$ cat config.mk
export PLATFORM = sky130hd
export DESIGN_NAME = segtr_cfg
export DESIGN_NICKNAME = d
export VERILOG_FILES = /design/src/rtl/core/segment_tree_range_sum_defines.svh /design/src/rtl/core/segtr_pkg.sv /design/src/rtl/core/segtr_cfg.sv
export SDC_FILE = /design/constraint.sdc
export NUM_CORES = 1
export LEC_CHECK = 0
export BUFFER_PORTS_ARGS = -buffer_cell sky130_fd_sc_hd__buf_2
export CELL_PAD_IN_SITES_DETAIL_PLACEMENT = 0
export CELL_PAD_IN_SITES_GLOBAL_PLACEMENT = 2
export CORE_ASPECT_RATIO = 1.25
export CORE_MARGIN = 2
export CORE_UTILIZATION = 17
export DETAILED_ROUTE_END_ITERATION = 16
export HOLD_SLACK_MARGIN = 0.06
export PLACE_DENSITY_LB_ADDON = 0.1
export SLEW_MARGIN = 20
export SYNTH_ARGS = -nofsm -noshare
export SYNTH_HDL_FRONTEND = slang
export SYNTH_SLANG_ARGS = --single-unit
$ cat constraint.sdc
create_clock -name clk -period 1.66 [get_ports clk]
set_input_delay 0.083 -clock clk [delete_from_list [all_inputs] [get_ports clk]]
set_output_delay 0.083 -clock clk [all_outputs]
set_load 0.005 [all_outputs]
$ cat src/rtl/core/segment_tree_range_sum_defines.svh
// ----------------------------------------------------------------------------
// segment_tree_range_sum_defines.svh
// Assertion macros shared by the segment tree RTL.
// ----------------------------------------------------------------------------
`ifndef SEGMENT_TREE_RANGE_SUM_DEFINES_SVH
`define SEGMENT_TREE_RANGE_SUM_DEFINES_SVH

// Same-cycle implication, disabled during reset.
`define SEGTR_ASSERT_NOW(label, clk, rst, ante, cons) \
  label: assert property (@(posedge clk) disable iff (rst) (ante) |-> (cons)) \
    else $error("segment tree check failed");

// Next-cycle implication, disabled during reset.
`define SEGTR_ASSERT_NEXT(label, clk, rst, ante, cons) \
  label: assert property (@(posedge clk) disable iff (rst) (ante) |=> (cons)) \
    else $error("segment tree check failed");

`endif

$ cat src/rtl/core/segtr_pkg.sv
// ----------------------------------------------------------------------------
// segtr_pkg
// Fixed widths, codes and controller state type for the segment tree.
// ----------------------------------------------------------------------------
`timescale 1ns / 1ps

package segtr_pkg;

  // Field widths
  localparam int POS_W   = 11;
  localparam int VAL_W   = 32;
  localparam int SUM_W   = 48;
  localparam int APB_DW  = 32;
  localparam int PADDR_W = 2;

  // Register map
  localparam logic [PADDR_W-1:0] REG_SIZE_IN_USE = 2'd0;
  localparam logic [POS_W-1:0]   SIZE_RESET      = 11'd1024;

  // Operation codes
  localparam logic KIND_UPDATE = 1'b0;
  localparam logic KIND_QUERY  = 1'b1;

  // Controller states
  typedef enum logic [5:0] {
    ST_CLEAR = 6'b000001,
    ST_IDLE  = 6'b000010,
    ST_U_RD  = 6'b000100,
    ST_U_WR  = 6'b001000,
    ST_Q_A   = 6'b010000,
    ST_Q_B   = 6'b100000
  } segtr_state_t;

endpackage

$ cat src/rtl/core/segtr_cfg.sv
// ----------------------------------------------------------------------------
// segtr_cfg
// APB register slave holding the size_in_use register.
// ----------------------------------------------------------------------------
`timescale 1ns / 1ps

module segtr_cfg
  import segtr_pkg::*;
(
  input  logic               clk,
  input  logic               rst,
  input  logic               psel,
  input  logic               penable,
  input  logic               pwrite,
  input  logic [PADDR_W-1:0] paddr,
  input  logic [APB_DW-1:0]  pwdata,
  output logic [APB_DW-1:0]  prdata,
  output logic               pready,
  output logic [POS_W-1:0]   size_in_use
);

  logic wr_xfer;

  // Access phase of a write transfer; no wait states
  assign pready  = 1'b1;
  assign wr_xfer = psel && penable && pwrite && pready;

  always_ff @(posedge clk) begin
    if (rst) begin
      size_in_use <= SIZE_RESET;
    end else if (wr_xfer && paddr == REG_SIZE_IN_USE) begin
      size_in_use <= pwdata[POS_W-1:0];
    end
  end

  // Read back
  assign prdata = (paddr == REG_SIZE_IN_USE) ? APB_DW'(size_in_use) : '0;

endmodule

# == Word level (Yosys, flattened, before mapping) ==
# Cells that the tools add are included.
# totals
reg_bits,11
latch_bits,0
ramBits,0
romBits,0
input_bits,39
out_inout_bits,44
wordCells,6
mem_count,0
# classes
addsub,0
mul,0
div_mod_pow,0
magnitude_cmp,0
eq_ne,0
shift,0
n_mux,1
bitwise_logic,0
reduce_logical,4
# ops
op,n
$mux W11,1
$logic_and A1 B1 Y1,3
$logic_not A2 Y1,1

# == Longest topological paths before layout ==
# Gate-level depths: netlist of the first run.
# logic_depth
word_depth,3
depth_mapped,4
depth_no_buf,3

# == Worst setup path before layout of the first run ==
# OpenSTA, ideal clock, no wires.
# synth_timing
path_kind,input port to flip-flop
start,in paddr[1]
end,reg size_in_use[0]
setup_time_ps,72
arrival_time_ps,733
required_ps,1588
setup_slack_ps,856
path_stages,4
path_buffers,1
cell_sequence,nor2_2 -> and4_4 -> buf_12 -> mux2i_1
# synth_between
elab_chain_len,2
# synth_lines
element,line_no,rtl
start: declaration,segtr_cfg.sv:15,"input logic [PADDR_W-1:0] paddr,"
$logic_not A2 Y1,segtr_cfg.sv:31,end else if (wr_xfer && paddr == REG_SIZE_IN_USE) begin
$logic_and A1 B1 Y1,segtr_cfg.sv:31,
end signal: assignment,segtr_cfg.sv:32,size_in_use <= pwdata[POS_W-1:0];
end: declaration,segtr_cfg.sv:19,output logic [POS_W-1:0] size_in_use
# No other way between the ends.
# A chain may end at the register's enable or synchronous reset.

# == Worst setup path after layout of the first run ==
# layout_timing
start,reg size_in_use[9]
end,out prdata[9]
# layout_between
elab_chain_len,1
# layout_lines
element,line_no,rtl
$mux W11,segtr_cfg.sv:37,assign prdata = (paddr == REG_SIZE_IN_USE) ? APB_DW'(size_in_use) : '0;
end: declaration,segtr_cfg.sv:17,"output logic [APB_DW-1:0] prdata,"
# No other way between the ends.

==> results of run 1 <==
==> cell families (layout without fill, tap and decap cells) <==
group | count (synthesis) | in the layout | synth area share (%)
DFF | 11 | 11 | 29.19
muxes | 11 | 11 | 14.59
buffers and inverters | 26 | 44 | 26.04
other | 2 | 22 | 0.9954
and+or+nand+nor | 35 | 35 | 29.19
==> synthesized netlist by cell type <==
cell type	number
dfxtp_1	11
and4_4	1
mux2i_1	11
and2_2	1
and2_1	10
nor2_1	2
nor2_2	1
conb_1	2
nand2b_1	20
buf_12	1
buf_4	22
clkbuf_1	3
==> power groups by stage <==
stage	clock (mW)	combinational [mW]	sequential, mW
after global routing	0.301	0.0832	0.270
final	0.270	0.0725	0.270
after global placement	0	0.0729	0.275
after detailed placement	0	0.0736	0.276
after CTS	0.292	0.0738	0.270
after floorplan	0	0.0782	0.276
==> worst max-delay path: cells and delay by family (launching register included) <==
family | cells | cell delay [ps]
buffers and inverters | 1 | 120
AND/OR/NAND/NOR | 1 | 160
flip-flops | 1 | 310
==> through the flow <==
| step | hold WS (ps) | setup WS, ps | cell area, µm² | utilization (%) | power [mW] |
|---|---|---|---|---|---|
| 2_1_floorplan | 237.7 | 855.6 | 829.5 | - | 0.3539 |
| 4_1_cts | 92.03 | 732.5 | 953.4 | 22.05 | 0.6358 |
| 5_1_grt | 92.10 | 684.8 | 953.4 | 22.05 | 0.6547 |
| 3_5_place_dp | 348.0 | 648.1 | 908.4 | 21.01 | 0.3491 |
| 3_3_place_gp | 345.6 | 684.2 | 908.4 | 21.01 | 0.3483 |
| 6_report | 100.8 | 747.7 | 953.4 | 22.05 | 0.6123 |
==> routing by layer <==
metal  GRT usage (%)  vias up
li1                -      296
met1           8.333      258
met2           11.79       35
met3           2.006        5
met4           5.217        0
met5               0        -
==> area by class of cell <==
cell class,count,area [µm²],share of cell area [%]
clock buffers,4,45.04,4.724
multi-input cells,68,412.9,43.31
flip-flops and latches,11,220.2,23.10
well taps,58,72.57,7.612
repair buffers,40,202.7,21.26
==> worst max-delay path by stage <==
stage,startpoint,end,slack [ps],cells after the start
2_1_floorplan,paddr[1],size_in_use[0],860,4
3_3_place_gp,paddr[1],size_in_use[8],680,4
3_5_place_dp,paddr[1],size_in_use[1],650,4
4_1_cts,size_in_use[9],prdata[9],730,2
5_1_grt,size_in_use[8],prdata[8],680,2
6_report,size_in_use[9],prdata[9],750,2
==> run_results.csv, run 1 <==
group,metric,value,unit
detailed_routing,drt-met1-wl,740,µm
clock_tree,cts.clk_slew.worst_paths,50,ps
die,core-area,4324,µm²
grt,grt_overflow,0,
clock_tree,cts_setup_buffers,0,
finish,reg.largest.list,"size_in_use (11)",
grt,grt_pass1_wl,2691,µm
worst_setup_path,setup.worst_path.class,"reg -> out",
detailed_routing,wirelength,1820,µm
detailed_routing,met2_length,904,µm
die,die_width,63.59,µm
hold_path,worstHoldEndpoint,"size_in_use[4]",
place,dp_cells,177,
clock_tree,h-tree-depth,1,
synthesis,syn_area_per_cell,8.876,µm²
finish,syn_to_final_growth,26.37,%
outcome,status,"finished clean",
hold_path,hp-class,"in -> reg",
synthesis,synth_area,754.5,µm²
finish,drive_above_1_share,37.40,%
finish,mostFrequentLayoutCells,"buf_2, conb_1, nand2b_1, mux2i_1, dfxtp_1",
clock_tree,clock_latency,240,ps
clock_tree,cts_buffers,3,
sta,finalHoldViolCount,0,
finish,nNetsFinal,163,
sta,final.setup.tns,0,ps
grt,grt_max_degree,23,
sta,fin_crit_sh,54.96,%
detailed_routing,viasPerCell,3.282,
worst_setup_path,setup.reg_to_reg.worst_slack,1060,ps
power,clkPwrFrac,44.0,%
power,p_int,0.4711,mW
grt,grt_use_total,7.348,%
die,start_util,17.45,%
detailed_routing,wl_per_cell,10.06,µm
sta,period_needed,912.3,ps
power,p_leak,0.4749,nW
sta,skew,0,ps
worst_setup_path,critPathMaxFanout,3,
grt,antenna_found_initial,0,
finish,largest_reg_flops,11,
worst_setup_path,crit_path_start_kind,"flip-flop",
finish,layout_commonest_cell,"buf_2",
place,gp_congestion,0.5772,
clock_tree,cts_tree,"built",
detailed_routing,wl_met3,124,µm
sta,setup_viol,0,
worst_setup_path,cp_slowest_stage_delay,310,ps
finish,antennaDiodeCount,0,
worst_setup_path,r2r-start,"size_in_use[10]",
finish,fillers,529,
detailed_routing,first_iter_violations,10,
grt,grt_pass1_vias,530,
power,p_sw,0.1413,mW
hold_path,holdPathStages,3,
die,rows,27,
sta,rsz0062_at_grt,"no",
detailed_routing,postRouteAntennaNets,0,
clock_tree,ctsRootBufferMaster,"clkbuf_8",
worst_setup_path,ff2ff_path_depth,2,
synthesis,postSynthCellCount,85,
synthesis,seq_area_frac_synth,29.19,%
clock_tree,cts_buffer_depth,2,
synthesis,synthTopCellsByArea,"dfxtp_1, buf_4, nand2b_1",
worst_setup_path,end_kind,"output port",
synthesis,synth_area_leader_cell,"dfxtp_1",
power,swShare,23.07,%
worst_setup_path,r2r_end,"size_in_use[10]",
sta,slew_violations,0,
die,die_y,78.48,µm
die,die_area,4990,µm²
finish,regMostFlops,"size_in_use",
power,pwr_density_cell,642.3,nW/µm²
synthesis,yosys_register_bits,11,
worst_setup_path,crit_slowest_cell,"dfxtp_1",
detailed_routing,num_vias,594,
power,p_comb_share,11.8,%
finish,instances_no_fill,181,
power,irDropWorstVdd,0.1736,mV
synthesis,synth_cell_types,12,
worst_setup_path,path_cells,"and2_2 > buf_2",
detailed_routing,first_pass_iters,2,
clock_tree,cts_hold_buf,0,
hold_path,worstHoldStart,"pwdata[4]",
place,dp.final_hpwl,1350,µm
run,maxCapViolCount,0,
clock_tree,clkSinkCount,11,
power,p_seq_share,44.1,%
worst_setup_path,cp.required,1580,ps
synthesis,synth_top_area_share,29.19,%
clock_tree,cts_resized,0,
worst_setup_path,arrival,830,ps
synthesis,yosys_warnings,0,
detailed_routing,top_layer,"met4",
sta,fmax,1.096,GHz
die,ioPinCount,83,
place,port_buffers,39,
detailed_routing,route.detailed.drc,0,
Note: power is estimated with default switching activity, not from simulation.
==> inputs of run 2 (changes only) <==
Settings changed: CORE_UTILIZATION 17 to 14.
Clock period 1.66 ns to 0.8 ns, I/O delays scaled along.
==> run 2 against run 1 <==
The flow now finishes with violations (setup timing). Sequential share of layout area down 2.5 points. Sequential cell count unchanged. First-iteration DRC count grew 10%. Sequential power up 110%. Critical path type unchanged. Largest power group unchanged.
==> run_results.csv, run 2 (synthesis results as in run 1) <==
group,metric,value,unit
sta,fin_ws,-43.19,ps
finish,regMostFlops,"size_in_use",
sta,setup_viol,14,
detailed_routing,wl_per_cell,9.495,µm
worst_setup_path,crit_path_start_kind,"flip-flop",
grt,antenna_found_initial,0,
detailed_routing,route.detailed.drc,0,
place,placed_area,913.4,µm²
grt,grt_pass1_wl,2829,µm
run,maxCapViolCount,0,
sta,slew_violations,0,
outcome,violations,"setup timing",
grt,grt_use_total,6.168,%
worst_setup_path,arrival,800,ps
clock_tree,cts.clk_slew.worst_paths,50,ps
place,gp_congestion,0.7101,
sta,finalHoldViolCount,0,
worst_setup_path,cp_slowest_stage_delay,330,ps
sta,fin_crit_sh,105.4,%
finish,antennaDiodeCount,0,
finish,layout_commonest_cell,"buf_2",
detailed_routing,postRouteAntennaNets,0,
finish,instances_no_fill,196,
die,rows,29,
clock_tree,clock_latency,230,ps
sta,final.setup.tns,-404.8,ps
power,pwr_density_cell,1154,nW/µm²
detailed_routing,viasPerCell,3.235,
finish,mostFrequentLayoutCells,"buf_2, conb_1, nand2b_1, mux2i_1, dfxtp_2",
hold_path,hp-class,"in -> reg",
die,start_util,14.64,%
place,dp_cells,181,
finish,syn_to_final_growth,50.58,%
outcome,status,"finished with violations",
finish,reg.largest.list,"size_in_use (11)",
worst_setup_path,setup.reg_to_reg.worst_slack,140,ps
clock_tree,cts_tree,"built",
worst_setup_path,cp.required,760,ps
sta,fmax,1.186,GHz
clock_tree,cts_buffer_depth,2,
detailed_routing,first_iter_violations,11,
die,ioPinCount,83,
finish,fin_util,22.05,%
power,p_leak,0.5414,nW
worst_setup_path,critPathMaxFanout,3,
clock_tree,clkSinkCount,11,
place,post-place-ws,-141.8,ps
detailed_routing,num_vias,634,
die,die_area,5996,µm²
worst_setup_path,crit_slowest_cell,"dfxtp_2",
grt,grt_overflow,0,
sta,skew,0,ps
place,dp.final_hpwl,1408,µm
sta,period_needed,843.2,ps
clock_tree,cts_buffers,3,
grt,grt_max_degree,23,
grt,grt_pass1_vias,602,
sta,rsz0062_at_grt,"yes",
detailed_routing,wirelength,1861,µm
die,core-area,5152,µm²
power,irDropWorstVdd,0.4072,mV
die,die_width,69.66,µm
worst_setup_path,end_kind,"output port",
place,port_buffers,39,
detailed_routing,first_pass_iters,4,
worst_setup_path,setup.worst_path.class,"reg -> out",
worst_setup_path,path_cells,"and2_4 > buf_6",
finish,finalInstanceArea,1136,µm²
clock_tree,h-tree-depth,1,
die,die_y,86.08,µm
finish,drive_above_1_share,47.76,%
clock_tree,ctsRootBufferMaster,"clkbuf_8",
finish,largest_reg_flops,11,
finish,nNetsFinal,174,
[run 2: cell count changes in the layout (fill, tap and decap cells not counted), sizes merged]
cell,previous run,this run
dlygate4sd3,0,7
buf,40,44
[run 2: critical path, delay by kind of cell, from the launching register on]
kind                   cells  cell delay, ps
buffers and inverters      1             100
flip-flops                 1             330
AND/OR/NAND/NOR            1             130
[run 2: stage by stage]
step | hold WS [ps] | power [mW]
after floorplan | 194.7 | 0.7343
after global placement | 305.3 | 0.7246
after detailed placement | 307.1 | 0.7244
after CTS | 61.86 | 1.344
after global routing | 67.16 | 1.382
final | 61.35 | 1.311
[run 2: cell type report]
class	instances	area (µm²)
fillers	594	4016
multi-input cells	68	421.7
repair buffers	51	357.8
flip-flops and latches	11	234.0
well taps	62	77.57
clock buffers	4	45.04
[run 2: worst paths after layout]
check	from	end	depth (start not counted)
worst max-delay path	size_in_use[3]	prdata[3]	2
worst min-delay path	pwdata[6]	size_in_use[6]	3
worst max register to register	size_in_use[8]	size_in_use[8]	3
worst min register to register	size_in_use[0]	size_in_use[0]	2
[run 2: where the power goes]
group	leakage, nW	internal, mW	switching, mW	total [mW]
clock	0.0228	0.350	0.212	0.562
sequential	0.0934	0.557	0.00484	0.562
combinational	0.425	0.101	0.0856	0.187
total	0.541	1.01	0.303	1.31
[run 2: per-layer routing]
| layer | wire length, µm | track usage, % | share of wire, % | vias to the layer above |
|---|---|---|---|---|
| met5 | 0 | 0 | 0 | - |
| met4 | 37 | 4.720 | 2.0 | 0 |
| met3 | 149 | 1.293 | 8.0 | 2 |
| met2 | 979 | 10.75 | 53 | 34 |
| met1 | 694 | 6.488 | 37 | 281 |
| li1 | - | - | - | 317 |
[run 2: timing repair]
action	4_1_cts	5_1_grt
endpoints found under the setup margin	11	13
buffers inserted	3	1
hold buffers	7	0
gates resized for setup	17	8
endpoints found under the hold margin	7	0
