## config.mk

```make
export PLATFORM = sky130hd
export DESIGN_NAME = segtr_ctrl
export DESIGN_NICKNAME = d
export VERILOG_FILES = /design/src/rtl/core/segment_tree_range_sum_defines.svh /design/src/rtl/core/segtr_pkg.sv /design/src/rtl/core/segtr_ctrl.sv
export SDC_FILE = /design/constraint.sdc
export NUM_CORES = 1
export LEC_CHECK = 0
export BUFFER_PORTS_ARGS = -buffer_cell sky130_fd_sc_hd__buf_2
export CORE_MARGIN = 5
export CORE_UTILIZATION = 30
export CTS_BUF_LIST = sky130_fd_sc_hd__clkbuf_16
export DETAILED_ROUTE_END_ITERATION = 10
export GPL_ROUTABILITY_DRIVEN = 0
export SLEW_MARGIN = 20
export SYNTH_ARGS = -nofsm -noshare
export SYNTH_HDL_FRONTEND = slang
export SYNTH_SLANG_ARGS = --single-unit
export TNS_END_PERCENT = 1
```

## constraint.sdc

```tcl
create_clock -name clk -period 9.05 [get_ports clk]
set_input_delay 1.3575 -clock clk [delete_from_list [all_inputs] [get_ports clk]]
set_output_delay 1.3575 -clock clk [all_outputs]
set_load 0.05 [all_outputs]
```

## src/rtl/core/segment_tree_range_sum_defines.svh

```systemverilog
// ----------------------------------------------------------------------------
// segment_tree_range_sum_defines.svh
// Assertion macros shared by the segment tree RTL.
// ----------------------------------------------------------------------------
`ifndef SEGMENT_TREE_RANGE_SUM_DEFINES_SVH
`define SEGMENT_TREE_RANGE_SUM_DEFINES_SVH

// Same-cycle implication, disabled during reset.
`define SEGTR_ASSERT_NOW(label, clk, rst, ante, cons) \
  label: assert property (@(posedge clk) disable iff (rst) (ante) |-> (cons)) \
    else $error("segment tree check failed");

// Next-cycle implication, disabled during reset.
`define SEGTR_ASSERT_NEXT(label, clk, rst, ante, cons) \
  label: assert property (@(posedge clk) disable iff (rst) (ante) |=> (cons)) \
    else $error("segment tree check failed");

`endif

```

## src/rtl/core/segtr_pkg.sv

```systemverilog
// ----------------------------------------------------------------------------
// segtr_pkg
// Fixed widths, codes and controller state type for the segment tree.
// ----------------------------------------------------------------------------
`timescale 1ns / 1ps

package segtr_pkg;

  // Field widths
  localparam int POS_W   = 11;
  localparam int VAL_W   = 32;
  localparam int SUM_W   = 48;
  localparam int APB_DW  = 32;
  localparam int PADDR_W = 2;

  // Register map
  localparam logic [PADDR_W-1:0] REG_SIZE_IN_USE = 2'd0;
  localparam logic [POS_W-1:0]   SIZE_RESET      = 11'd1024;

  // Operation codes
  localparam logic KIND_UPDATE = 1'b0;
  localparam logic KIND_QUERY  = 1'b1;

  // Controller states
  typedef enum logic [5:0] {
    ST_CLEAR = 6'b000001,
    ST_IDLE  = 6'b000010,
    ST_U_RD  = 6'b000100,
    ST_U_WR  = 6'b001000,
    ST_Q_A   = 6'b010000,
    ST_Q_B   = 6'b100000
  } segtr_state_t;

endpackage

```

## src/rtl/core/segtr_ctrl.sv

```systemverilog
// ----------------------------------------------------------------------------
// segtr_ctrl
// Tree walker: clears the node store, runs leaf-to-root updates and
// bottom-up range sums with one read and one write per cycle.
// ----------------------------------------------------------------------------
`timescale 1ns / 1ps

module segtr_ctrl
  import segtr_pkg::*;
#(
  parameter int LEAVES = 1024
) (
  input  logic                        clk,
  input  logic                        rst,
  input  logic                        start,
  input  logic                        kind,
  input  logic [POS_W-1:0]            position,
  input  logic [VAL_W-1:0]            value,
  input  logic [POS_W-1:0]            range_low,
  input  logic [POS_W-1:0]            range_high,
  input  logic [POS_W-1:0]            size_in_use,
  output logic                        busy,
  output logic                        done,
  output logic [SUM_W-1:0]            range_total,
  output logic                        out_of_range,
  output logic                        mem_we,
  output logic [$clog2(LEAVES):0]     mem_waddr,
  output logic [SUM_W-1:0]            mem_wdata,
  output logic [$clog2(LEAVES):0]     mem_raddr,
  input  logic [SUM_W-1:0]            mem_rdata
);

  // Node index width (nodes 0..2*LEAVES-1) and walk bound width (up to 2*LEAVES)
  localparam int NW = $clog2(LEAVES) + 1;
  localparam int IW = NW + 1;
  localparam logic [IW-1:0] LEAF_BASE = IW'(LEAVES);
  localparam logic [NW-1:0] LAST_NODE = NW'(2 * LEAVES - 1);
  localparam logic [31:0]   LEAVES_U  = 32'(LEAVES);

  segtr_state_t   state;
  logic [NW-1:0]  clr_cnt;
  logic [NW-1:0]  node;
  logic [NW-1:0]  parent;
  logic [NW-1:0]  leaf_idx;
  logic [SUM_W-1:0] cur;
  logic [SUM_W-1:0] sum_up;
  logic [SUM_W-1:0] acc;
  logic [SUM_W-1:0] acc_sum;
  logic           rd_pend;
  logic [IW-1:0]  a;
  logic [IW-1:0]  b;
  logic [IW-1:0]  b_dec;
  logic [IW-1:0]  a_start;
  logic [IW-1:0]  b_start;
  logic           accept;
  logic           upd_ok;
  logic           lo_ok;
  logic           hi_ok;

  // 1..min(size_in_use, LEAVES)
  function automatic logic pos_ok(input logic [POS_W-1:0] p,
                                  input logic [POS_W-1:0] sz);
    return (p != '0) && (p <= sz) && (32'(p) <= LEAVES_U);
  endfunction

  assign busy   = (state != ST_IDLE);
  assign accept = start && !busy;
  assign upd_ok = pos_ok(position, size_in_use);
  assign lo_ok  = pos_ok(range_low, size_in_use);
  assign hi_ok  = pos_ok(range_high, size_in_use);

  // Leaf and half-open walk bounds
  assign leaf_idx = NW'(LEAF_BASE + IW'(position) - IW'(1));
  assign a_start  = LEAF_BASE + IW'(range_low) - IW'(1);
  assign b_start  = LEAF_BASE + IW'(range_high);
  assign b_dec    = b - IW'(1);
  assign parent   = node >> 1;

  // Parent sum from the running child sum and its sibling
  assign sum_up  = cur + mem_rdata;
  // Fold in the node read issued last cycle
  assign acc_sum = rd_pend ? (acc + mem_rdata) : acc;

  // Memory port steering; a write always lands before any later read of it
  always_comb begin
    mem_we    = 1'b0;
    mem_waddr = '0;
    mem_wdata = '0;
    mem_raddr = '0;
    unique case (state)
      ST_CLEAR: begin
        mem_we    = 1'b1;
        mem_waddr = clr_cnt;
      end
      ST_IDLE: begin
        if (accept && kind == KIND_UPDATE && upd_ok) begin
          mem_we    = 1'b1;
          mem_waddr = leaf_idx;
          mem_wdata = SUM_W'(value);
        end
      end
      ST_U_RD: begin
        mem_raddr = node ^ NW'(1);
      end
      ST_U_WR: begin
        mem_we    = 1'b1;
        mem_waddr = parent;
        mem_wdata = sum_up;
      end
      ST_Q_A: begin
        mem_raddr = a[NW-1:0];
      end
      ST_Q_B: begin
        mem_raddr = b_dec[NW-1:0];
      end
      default: begin
      end
    endcase
  end

  // Control sequencer
  always_ff @(posedge clk) begin
    if (rst) begin
      state   <= ST_CLEAR;
      clr_cnt <= '0;
      done    <= 1'b0;
      rd_pend <= 1'b0;
    end else begin
      done <= 1'b0;
      unique case (state)
        // Zero every node, one per cycle
        ST_CLEAR: begin
          clr_cnt <= clr_cnt + NW'(1);
          if (clr_cnt == LAST_NODE) begin
            state <= ST_IDLE;
          end
        end

        ST_IDLE: begin
          if (accept) begin
            if (kind == KIND_UPDATE) begin
              if (upd_ok) begin
                node  <= leaf_idx;
                cur   <= SUM_W'(value);
                state <= ST_U_RD;
              end else begin
                done         <= 1'b1;
                range_total  <= '0;
                out_of_range <= 1'b1;
              end
            end else if (!lo_ok || !hi_ok) begin
              done         <= 1'b1;
              range_total  <= '0;
              out_of_range <= 1'b1;
            end else if (range_low > range_high) begin
              done         <= 1'b1;
              range_total  <= '0;
              out_of_range <= 1'b0;
            end else begin
              a       <= a_start;
              b       <= b_start;
              acc     <= '0;
              rd_pend <= 1'b0;
              state   <= ST_Q_A;
            end
          end
        end

        // Update: sibling read, then parent write
        ST_U_RD: begin
          state <= ST_U_WR;
        end

        ST_U_WR: begin
          cur  <= sum_up;
          node <= parent;
          if (parent == NW'(1)) begin
            state <= ST_IDLE;
          end else begin
            state <= ST_U_RD;
          end
        end

        // Query: left bound step
        ST_Q_A: begin
          acc <= acc_sum;
          if (a >= b) begin
            done         <= 1'b1;
            range_total  <= acc_sum;
            out_of_range <= 1'b0;
            rd_pend      <= 1'b0;
            state        <= ST_IDLE;
          end else begin
            rd_pend <= a[0];
            if (a[0]) begin
              a <= a + IW'(1);
            end
            state <= ST_Q_B;
          end
        end

        // Query: right bound step, then climb one level
        ST_Q_B: begin
          acc     <= acc_sum;
          rd_pend <= b[0];
          a       <= a >> 1;
          b       <= b >> 1;
          state   <= ST_Q_A;
        end

        default: begin
          state <= ST_IDLE;
        end
      endcase
    end
  end

endmodule

```

Yosys cells after proc, flatten, opt, wreduce, memory -nomap -nowiden
Cells that the tools add are included.
{ "word_totals": {"register_bits": 199, "word_cells": 157, "in_bits": 128} }
{ "op_classes": {"n_mux": 69, "eq_ne": 24, "n_reduce_logical": 31, "n_bitwise": 3, "n_lt_le_gt_ge": 8, "add_sub_neg": 10} }
{ "ops": {"columns": ["op", "count"], "rows": [
  ["two-way mux 48 bit", 14],
  ["one-hot mux 48 bit (2 select lines)", 4],
  ["two-way mux 12 bit", 10],
  ["adder 48 bit", 2],
  ["one-hot mux 11 bit (3 select lines)", 2],
  ["two-way mux 11 bit", 4],
  ["two-way mux 6 bit", 7],
  ["one-hot mux 12 bit (3 select lines)", 1],
  ["one-hot mux 6 bit (6 select lines)", 1],
  ["less-or-equal comparator 11 bit", 3],
  ["less-or-equal comparator 11 bit, second input constant", 3],
  ["nonzero test 11 bit", 3],
  ["two-way mux 32 bit", 1],
  ["adder 11 x 11 -> 12 bit, first input constant", 2],
  ["one-hot mux 12 bit (2 select lines)", 1],
  ["one-hot mux 11 bit (2 select lines)", 1],
  ["subtractor 11 x 1 -> 11 bit, second input constant", 2],
  ["!= test 2 bit, second input constant", 10],
  ["two-way mux 1 bit", 18],
  ["AND reduction 6 bit", 3],
  ["AND reduction 5 bit", 3],
  ["adder 12 x 1 -> 12 bit, second input constant", 1],
  [">= comparator 12 bit", 1],
  ["!= test 3 bit, second input constant", 4],
  ["other kinds (26)", 44]
]} }

Longest topological paths before layout
{ "depth": {"word_depth": 9, "depth_mapped": 14, "ltp_nobuf": 14} }

Worst setup path before layout
OpenSTA, ideal clock, no wires.
{ "synth_timing": {"kind": "input-to-reg", "startpoint": "in range_low[4]", "endpoint": "reg a[10], enable pin", "cell_stages": 10, "setup_ps": 396, "setup_slack_ps": 2328, "arrival_time_ps": 6327, "required_time_ps": 8654, "path_buffers": 0, "cell_sequence": "or4_1 nor4_1 xnor2_1 nand3_1 a211o_1 nor3_1 nor2_1 nor2_1 and2_1 a21boi_0"} }
{ "synth_between": {"elab_chain_cells": 7, "elab_cells_between_ends": 11, "cone_classes": "order compare (3); eq/ne (2); reduce/logical (6)"} }
{ "synth_rtl": {"columns": ["item", "line", "source"], "rows": [
  ["start, declared", "segtr_ctrl.sv:19", "input logic [POS_W-1:0] range_low,"],
  ["less-or-equal comparator 11 bit or nonzero test 11 bit (tied branches)", "segtr_ctrl.sv:63", "return (p != '0) && (p <= sz) && (32'(p) <= LEAVES_U);"],
  ["logical AND 1 bit (2 in a row)", "segtr_ctrl.sv:63", null],
  ["logical NOT 1 bit", "segtr_ctrl.sv:151", "end else if (!lo_ok || !hi_ok) begin"],
  ["logical OR 1 bit", "segtr_ctrl.sv:151", null],
  ["!= test 2 bit (no source line)", null, null],
  ["AND reduction 8 bit (no source line) *", null, null],
  ["end signal, assigned", "segtr_ctrl.sv:160", "a <= a_start;"],
  ["end signal, assigned", "segtr_ctrl.sv:196", "a <= a + IW'(1);"],
  ["end signal, assigned", "segtr_ctrl.sv:206", "a <= a >> 1;"],
  ["end, declared", "segtr_ctrl.sv:50", "logic [IW-1:0] a;"]
]} }
Mark *: on every way between the ends. The rest lies on a longest branch, timed or not.
A chain may end at the register's enable or synchronous reset.

Final worst setup path
{ "layout_timing": {"startpoint": "in mem_rdata[0]", "endpoint": "out mem_wdata[46]"} }
{ "layout_between": {"elab_chain_cells": 2} }
{ "layout_rtl": {"columns": ["item", "line", "source"], "rows": [
  ["start, declared", "segtr_ctrl.sv:30", "input logic [SUM_W-1:0] mem_rdata"],
  ["adder 48 bit", "segtr_ctrl.sv:80", "assign sum_up = cur + mem_rdata;"],
  ["one-hot mux 48 bit (2 select lines)", "segtr_ctrl.sv:90", "unique case (state)"],
  ["end, declared", "segtr_ctrl.sv:28", "output logic [SUM_W-1:0] mem_wdata,"]
]} }
Every way passes these cells.

==> flow_metrics.tcl <==
set metrics [dict create \
    core_region_area_mm2 0.0523 \
    setup-violations-final 0 \
    grt_antenna_before_repair 1 \
    routed-via-count 14200 \
    max_stage_delay_ns 0.41 \
    effective_utilization_at_floorplan 0.302 \
    cp_data_required_time_ns 7.69 \
    setup_repair_bufs_after_cts 0 \
    intPower_mw 1.52 \
    setup_tns_ns 0 \
    totalWireLength_mm 50.7 \
    clk_latency_ns 0.50 \
    synth_edf_count 180 \
    htreeDepth 4 \
    clk_path_buf_depth 2 \
    drt.antenna.violating_nets 0 \
    cts_buffers 17 \
    min_period_over_period 0.655 \
    congestion_overflow_gr 0 \
    ys_warn_count 0 \
    cts.sinks 199 \
    power_density_mw_per_mm2 116 \
    timing.hold.ws_ns 0.515 \
    finClkSkew_ns 0.0184 \
    power.combinational.fraction 0.172 \
    clock_root_buffer_master "sky130_fd_sc_hd__clkbuf_16" \
    yosys_register_bits 199 \
    register_area_share_after_synthesis 0.366 \
    num_antenna_cells 0 \
    leakage_nw 7.67 \
    achievable_frequency_mhz 169 \
    num_io_pins 250 \
    setup.worst_path.end_class "output pin" \
    tritoncts "built" \
    grt_max_degree 66 \
    rsz0062_at_grt "no" \
    remaining_drc_errors 0 \
    slew-limit-headroom 0.262 \
    die-height_um 239 \
    grt_pass1_vias 14300 \
    yosys.cell_types.count 77 \
    iter_0_drt_violations 1097 \
    syn-num-nets 2063 \
    grt_util_all_layers 0.174 \
    timing.max_cap.violations 0 \
    final_layout_size_suffix_gt1_frac 0.165 \
    crit_path_start_kind "input port" \
    fin_util 0.351 \
    switching_share 0.285 \
    dieWidth_um 239 \
    synthesis.area_per_instance_um2 8.87 \
    critical_path.cell_chain "buf_2, ha_1, fa_1, a21oi_1, or3b_1, a21oi_4, o311ai_4, a21bo_1, a21oi_4, a31oi_4, a31oi_4, a221oi_2, xor2_1, nor2_1, buf_2" \
    seqPwrFrac 0.467 \
    cts.reportedPaths.clkPinSlew_ns 0.07 \
    dr.pass1.iters 5 \
    net_count_of_the_finished_layout 2280 \
    vdd_ir_drop_max_v 0.000147 \
    crit_arrival_ns 4.57 \
    post_drt_wl_per_cell_um 18.8 \
    detailed_place.area_mm2 0.0178 \
    syn-instance-count 1779 \
    worstHoldPathType "reg2reg" \
    io_buffers 249 \
    worstMarginPinSlew_ns 1.10 \
    die_area_mm2 0.0573 \
    row_count 84 \
    grt_first_pass_wirelength_mm 78.4 \
    final_period_minus_worst_setup_slack_ns 5.93 \
    routed_via_density 5.26 \
    slew_violations 0 \
    count_of_endpoints_failing_hold_in_the_final_timing_report 0 \
    ys_async_sr_fraction 0 \
    cts_hold_buffers 0 \
    status "finished clean" \
    post_synthesis_cell_area_mm2 0.0158 \
    total_of_cells_resized_after_clock_tree_synthesis 0 \
    crit_slowest_cell "sky130_fd_sc_hd__fa_1" \
    clockPowerShare 0.361 \
    timing.critical_path.fanout_max 5 \
    postSynth.topFlopCell "sky130_fd_sc_hd__edfxtp_1" \
    area_growth_pct 16.4 \
    hpwlAfterDp_mm 40.1 \
    switchingPower_mw 0.606 \
    worstSetupPathType "in2out" \
    finalInstanceArea_mm2 0.0184 \
]
## metal layers
metal  share of wire  wire, um  track usage  up-vias
met5         0.00026        13            0        -
met4           0.027      1350       0.0635        2
met3           0.060      3040       0.0388       74
met2            0.47     23800        0.289      479
met1            0.44     22500        0.223     6751
li1                -         -            -     6891
## cell usage in the layout (no fill, tap or decap), types with 29 or more instances in the layout
| cell type | n |
|---|---|
| sky130_fd_sc_hd__nor2_1 | 203 |
| sky130_fd_sc_hd__mux2i_1 | 36 |
| sky130_fd_sc_hd__xnor2_1 | 81 |
| sky130_fd_sc_hd__buf_2 | 249 |
| sky130_fd_sc_hd__a21o_1 | 57 |
| sky130_fd_sc_hd__nand2_1 | 255 |
| sky130_fd_sc_hd__nand4_1 | 37 |
| sky130_fd_sc_hd__a21oi_1 | 144 |
| sky130_fd_sc_hd__inv_1 | 63 |
| sky130_fd_sc_hd__edfxtp_1 | 180 |
| sky130_fd_sc_hd__nor2b_1 | 29 |
| sky130_fd_sc_hd__ha_1 | 154 |
| sky130_fd_sc_hd__nand3_1 | 30 |
| sky130_fd_sc_hd__o21ai_0 | 100 |
| sky130_fd_sc_hd__xor2_1 | 51 |
## cell type report
| class | instances | area, um2 |
|---|---|---|
| Clock buffer | 17 | 425 |
| Clock inverter | 15 | 129 |
| Fill cell | 5435 | 34000 |
| Inverter | 63 | 236 |
| Multi-Input combinational cell | 1453 | 9590 |
| Sequential cell | 199 | 5790 |
| Tap cell | 688 | 861 |
| Timing Repair Buffer | 262 | 1340 |
## logic make-up after synthesis
family / share of synthesized area
xor+xnor: 0.0732
simple gates: 0.188
mux: 0.0243
fa+ha+maj: 0.125
buf+inv: 0.0304
flops: 0.366
compound gates: 0.193
## synthesized netlist by cell type, types with 5 or more instances
cell type                  number  share of area
sky130_fd_sc_hd__and2_1         8         0.0032
sky130_fd_sc_hd__nand4_1       37          0.015
sky130_fd_sc_hd__nor3b_1        7         0.0033
sky130_fd_sc_hd__nand2_1      255          0.061
sky130_fd_sc_hd__o22ai_1        6         0.0024
sky130_fd_sc_hd__edfxtp_1     180           0.34
sky130_fd_sc_hd__inv_1         63          0.015
sky130_fd_sc_hd__a31oi_1        9         0.0036
sky130_fd_sc_hd__nor2_1       206          0.049
sky130_fd_sc_hd__or3_1         12         0.0048
sky130_fd_sc_hd__nor4_1        11         0.0044
sky130_fd_sc_hd__o21ai_1        5         0.0016
sky130_fd_sc_hd__nand3b_1       5         0.0024
sky130_fd_sc_hd__xor2_1        51          0.028
sky130_fd_sc_hd__o21bai_1      12         0.0057
sky130_fd_sc_hd__nand3_1       30         0.0095
sky130_fd_sc_hd__a21oi_1      146          0.046
sky130_fd_sc_hd__dfxtp_1       19          0.024
sky130_fd_sc_hd__ha_1         154           0.12
sky130_fd_sc_hd__nor3_1        26         0.0082
sky130_fd_sc_hd__mux2i_1       36          0.023
sky130_fd_sc_hd__nand2b_1      18         0.0071
sky130_fd_sc_hd__and3_1         8         0.0032
sky130_fd_sc_hd__nor2b_1       29          0.011
sky130_fd_sc_hd__a22oi_1       24          0.011
sky130_fd_sc_hd__o21a_1        24          0.011
sky130_fd_sc_hd__xnor2_1       81          0.045
sky130_fd_sc_hd__o31ai_1        7         0.0033
sky130_fd_sc_hd__a21o_1        57          0.027
sky130_fd_sc_hd__o21ai_0      100          0.032
sky130_fd_sc_hd__o221ai_1       7         0.0039
sky130_fd_sc_hd__clkbuf_1      58          0.014
sky130_fd_sc_hd__o211ai_1       8         0.0038
## registers in the layout (all words and copies together) (netlist names)
name and cells:
done 1, range_total 48, acc 48, state 6, cur 48, rd_pend 1, b 12, node 11
a 12, out_of_range 1, clr_cnt 11
## power by group through the flow
stage / clock network (mW) / registers (mW) / logic [mW]
floorplan: 0 / 1.01 / 0.247
global placement: 0 / 1.01 / 0.356
detailed placement: 0 / 1.01 / 0.362
CTS: 0.791 / 0.994 / 0.364
global route: 0.829 / 0.994 / 0.407
finish: 0.767 / 0.994 / 0.367
## through the flow
step | power, mW | setup WS (ns) | instances
after floorplan | 1.26 | 2.33 | 1779
after global placement | 1.37 | 3.19 | 2665
after detailed placement | 1.38 | 3.16 | 2665
after CTS | 2.15 | 3.14 | 2697
after global routing | 2.23 | 2.94 | 2697
final | 2.13 | 3.12 | 2697
## worst paths after layout
check / startpoint / slack [ns] / cells after the start / endpoint
hold reg to reg: clr_cnt[7] / 0.51 / 2 / clr_cnt[7]
setup reg to reg: state[4] / 5.36 / 6 / acc[47]
hold / removal: clr_cnt[7] / 0.51 / 2 / clr_cnt[7]
setup / recovery: mem_rdata[0] / 3.12 / 15 / mem_wdata[46]
## worst max-delay path, delay by kind of cell
kind / cells / cell delay (ns)
AOI/OAI and AO/OA: 8 / 1.69
adders and majority gates: 2 / 0.63
buffers and inverters: 2 / 0.35
and+or+nand+nor: 2 / 0.28
xor gates and xnor gates: 1 / 0.25
(Power assumes the default switching activity.)
